--- config.mk ---
export PLATFORM = sky130hd
export DESIGN_NAME = iejq_ram
export DESIGN_NICKNAME = d
export VERILOG_FILES = /design/src/rtl/core/iejq_ram.sv
export SDC_FILE = /design/constraint.sdc
export NUM_CORES = 1
export LEC_CHECK = 0
export BUFFER_PORTS_ARGS = -buffer_cell sky130_fd_sc_hd__buf_2
export CAP_MARGIN = 10
export CORE_MARGIN = 2
export CORE_UTILIZATION = 56
export CTS_BUF_LIST = sky130_fd_sc_hd__clkbuf_2 sky130_fd_sc_hd__clkbuf_4 sky130_fd_sc_hd__clkbuf_8
export DETAILED_ROUTE_END_ITERATION = 8
export PLACE_DENSITY = 0.81
export SYNTH_ARGS = -nofsm -noshare
export SYNTH_HDL_FRONTEND = slang
export SYNTH_SLANG_ARGS = --single-unit
--- constraint.sdc ---
create_clock -name clock -period 4.6 [get_ports clock]
set_input_delay 1.38 -clock clock [delete_from_list [all_inputs] [get_ports clock]]
set_output_delay 1.38 -clock clock [all_outputs]
set_load 0.005 [all_outputs]
--- src/rtl/core/iejq_ram.sv ---
// generic single port ram with registered read
// no dependencies
module iejq_ram #(
   parameter int Width = 8,
   parameter int Depth = 16
) (
   input  logic                     clock,
   input  logic                     we,
   input  logic [$clog2(Depth)-1:0] addr,
   input  logic [Width-1:0]         wdata,
   output logic [Width-1:0]         rdata
);
   logic [Width-1:0] mem [Depth];

   always_ff @(posedge clock) begin
      if (we) begin
         mem[addr] <= wdata;
      end
      rdata <= mem[addr];
   end
endmodule

==> results.cfg <==
[sta]
tightest_slew_ns = 1.20
drv_slew = 0
finalSetupTns_ns = 0
timing.final.ws_setup_ns = 1.53
hold_viol_final = 0
max_freq_mhz = 325
period_share_pct = 66.8
grt_setup_unrepaired = no
clock_skew_ns = 0.00724
slew_headroom_pct = 19.6
min_period_ns = 3.07
setup_violations = 0

[cts]
ctsHoldBuffers = 0
cts_setup_buffers = 0
cts_num_sinks = 136
numCtsBuffers = 17
cts_resized = 0
cts.clk_slew.worst_paths_ns = 0.07
cts_buffer_depth = 2
cts_tree = done
root_buffer = clkbuf_8
insertion_delay_ns = 0.43
ctsHtreeMaxLevel = 4

[synthesis]
synth_area_um2 = 5070
synth-seq-cells = 136
syn_nets = 244
ys_top_cells_by_area = edfxtp_1 (76%), mux4_2 (14%), dfxtp_1 (3.2%), a22oi_1 (2.4%), nor2_1 (0.96%)
yosysTopAreaCellShare_pct = 75.9
synth_edf_count = 128
yosys-top-cells-count = edfxtp_1 (128), mux4_2 (32), a22oi_1 (16)
synth_flop_cell = edfxtp_1
synthCells = 230
syn_avg_cell_area_um2 = 22.0
post_synth_num_cell_types = 18
synth_most_common_cell = edfxtp_1
yosys_warnings = 0
postSynth.asyncResetShare_pct = 0
synth.yosys.seq_area_share_pct = 79.0
yosys.area.top_type = edfxtp_1

[grt]
grt_use_total_pct = 20.0
gr-total-overflow = 0
grt_pass1_vias = 2403
grt_max_degree = 40
grt_pass1_wl_um = 13900
antenna_found_initial = 0

[detailed_routing]
firstDrtPassIters = 5
ant_nets = 0
dr_total_vias = 2335
initialDrtViolationCount = 196
dr_wl_met2_um = 4280
drc_errors = 0
avgViaCountPerCell = 6.08
route.met3.wl_um = 752
top_layer = met4
wl_per_cell_um = 23.2
wl_met1_um = 3630
wirelength_um = 8910

[power_and_ir_drop]
total_power_mw = 2.61
leakage_nw = 1.87
ir_drop_uv = 302
power_density_nw_per_um2 = 456

[place]
dpl.cell_count = 352
gp_congestion = 0.741
dp_slack_ns = 1.13
dp_hpwl_um = 5510
portBuffers = 21

[cells_and_area]
stdcell_count = 384
area_growth_pct = 13.2
final_nets = 277
antenna_cells = 0
drive_gt1_share_pct = 32.2
post-route-util_pct = 65.5

[worst_setup_path]
cp-startpoint = addr[1]
worstPathArrival_ns = 3.12
r2r_cells = 3
crit_end = mem[10][5]
start_kind = input port
path_max_fanout = 39
worstSetupPathType = input port to register
r2r_end = rdata[7]
required_ns = 4.65
critical_path.endpoint_type = register
rr_startpoint = mem[0][7]
reg2reg_slack_ns = 3.22

[status]
status = complete, no violations

[die]
die_area_um2 = 9830
coreArea_um2 = 8760
core.rowCount = 34
die_w_um = 99.1
pin_count = 22
initial_core_util_pct = 57.8
die_h_um = 99.1

[worst_hold_path]
hold_class = register to register
min_path_cells = 3

[flow_run]
maxCapViolations = 0
## through the flow
| step | hold slack [ns] | instance area [um2] |
|---|---|---|
| 5_1_grt | 0.721 | 5740 |
| 2_1_floorplan | 0.635 | 5070 |
| 4_1_cts | 0.692 | 5740 |
| 6_report | 0.686 | 5740 |
| 3_3_place_gp | 0.663 | 5270 |
| 3_5_place_dp | 0.665 | 5280 |
## logic make-up (layout without fill, tap and decap cells)
logic type | Yosys count | count (layout) | synth area share (%)
AOI/OAI and AO/OA | 16 | 16 | 2.37
buffers and inverters | 11 | 57 | 1.19
DFF | 136 | 136 | 79.0
muxes | 32 | 32 | 14.2
and+or+nand+nor | 35 | 35 | 3.21
## per-layer routing
| metal | vias up | global-route usage (%) |
|---|---|---|
| li1 | 1026 | - |
| met1 | 1173 | 28.2 |
| met2 | 112 | 28.8 |
| met3 | 24 | 5.41 |
| met4 | 0 | 11.2 |
| met5 | - | 0 |
## registers in the layout, summed over array words and instances (netlist names)
register  flops
rdata         8
mem         128
## cell type report
type	instances	area (um2)
timing repair buffer	25	135
fill	552	3030
clock buffer	21	264
sequential	136	4000
tap	108	135
multi-input combinational	83	1000
clock inverter	11	196
## report_power, final
group          switching [mW]  internal [mW]  total, mW  leakage [nW]
clock                   0.432          0.672       1.10         0.230
sequential            0.00783           1.38       1.39          1.22
combinational          0.0688         0.0501      0.119         0.414
## cell usage in the layout, fill, tap and decap left out
master        n
edfxtp_1    128
mux4_2       32
buf_2        21
clkbuf_8     17
a22oi_1      16
nor2_1       13
nand2_1       9
dfxtp_1       8
bufinv_16     5
nor3_1        4
clkbuf_4      4
buf_4         4
clkinv_4      3
nor2b_1       2
nand3b_1      2
nand2b_1      2
and2_1        1
nand3_1       1
or3b_2        1
clkinv_1      1
clkinvlp_4    1
inv_6         1
## worst min-delay path by stage
stage | start | to | slack [ns]
after floorplan | mem[14][0] | rdata[0] | 0.63
after global placement | mem[12][7] | rdata[7] | 0.66
after detailed placement | mem[15][7] | rdata[7] | 0.66
after CTS | mem[14][2] | rdata[2] | 0.69
after global routing | mem[15][3] | rdata[3] | 0.72
final | mem[12][3] | rdata[3] | 0.69
## critical path, stage by stage
cell	delay, ns
buf_2	0.68
nand2b_1	0.27
nor2_1	0.78
No activity file was read; power rests on OpenSTA's default activity.
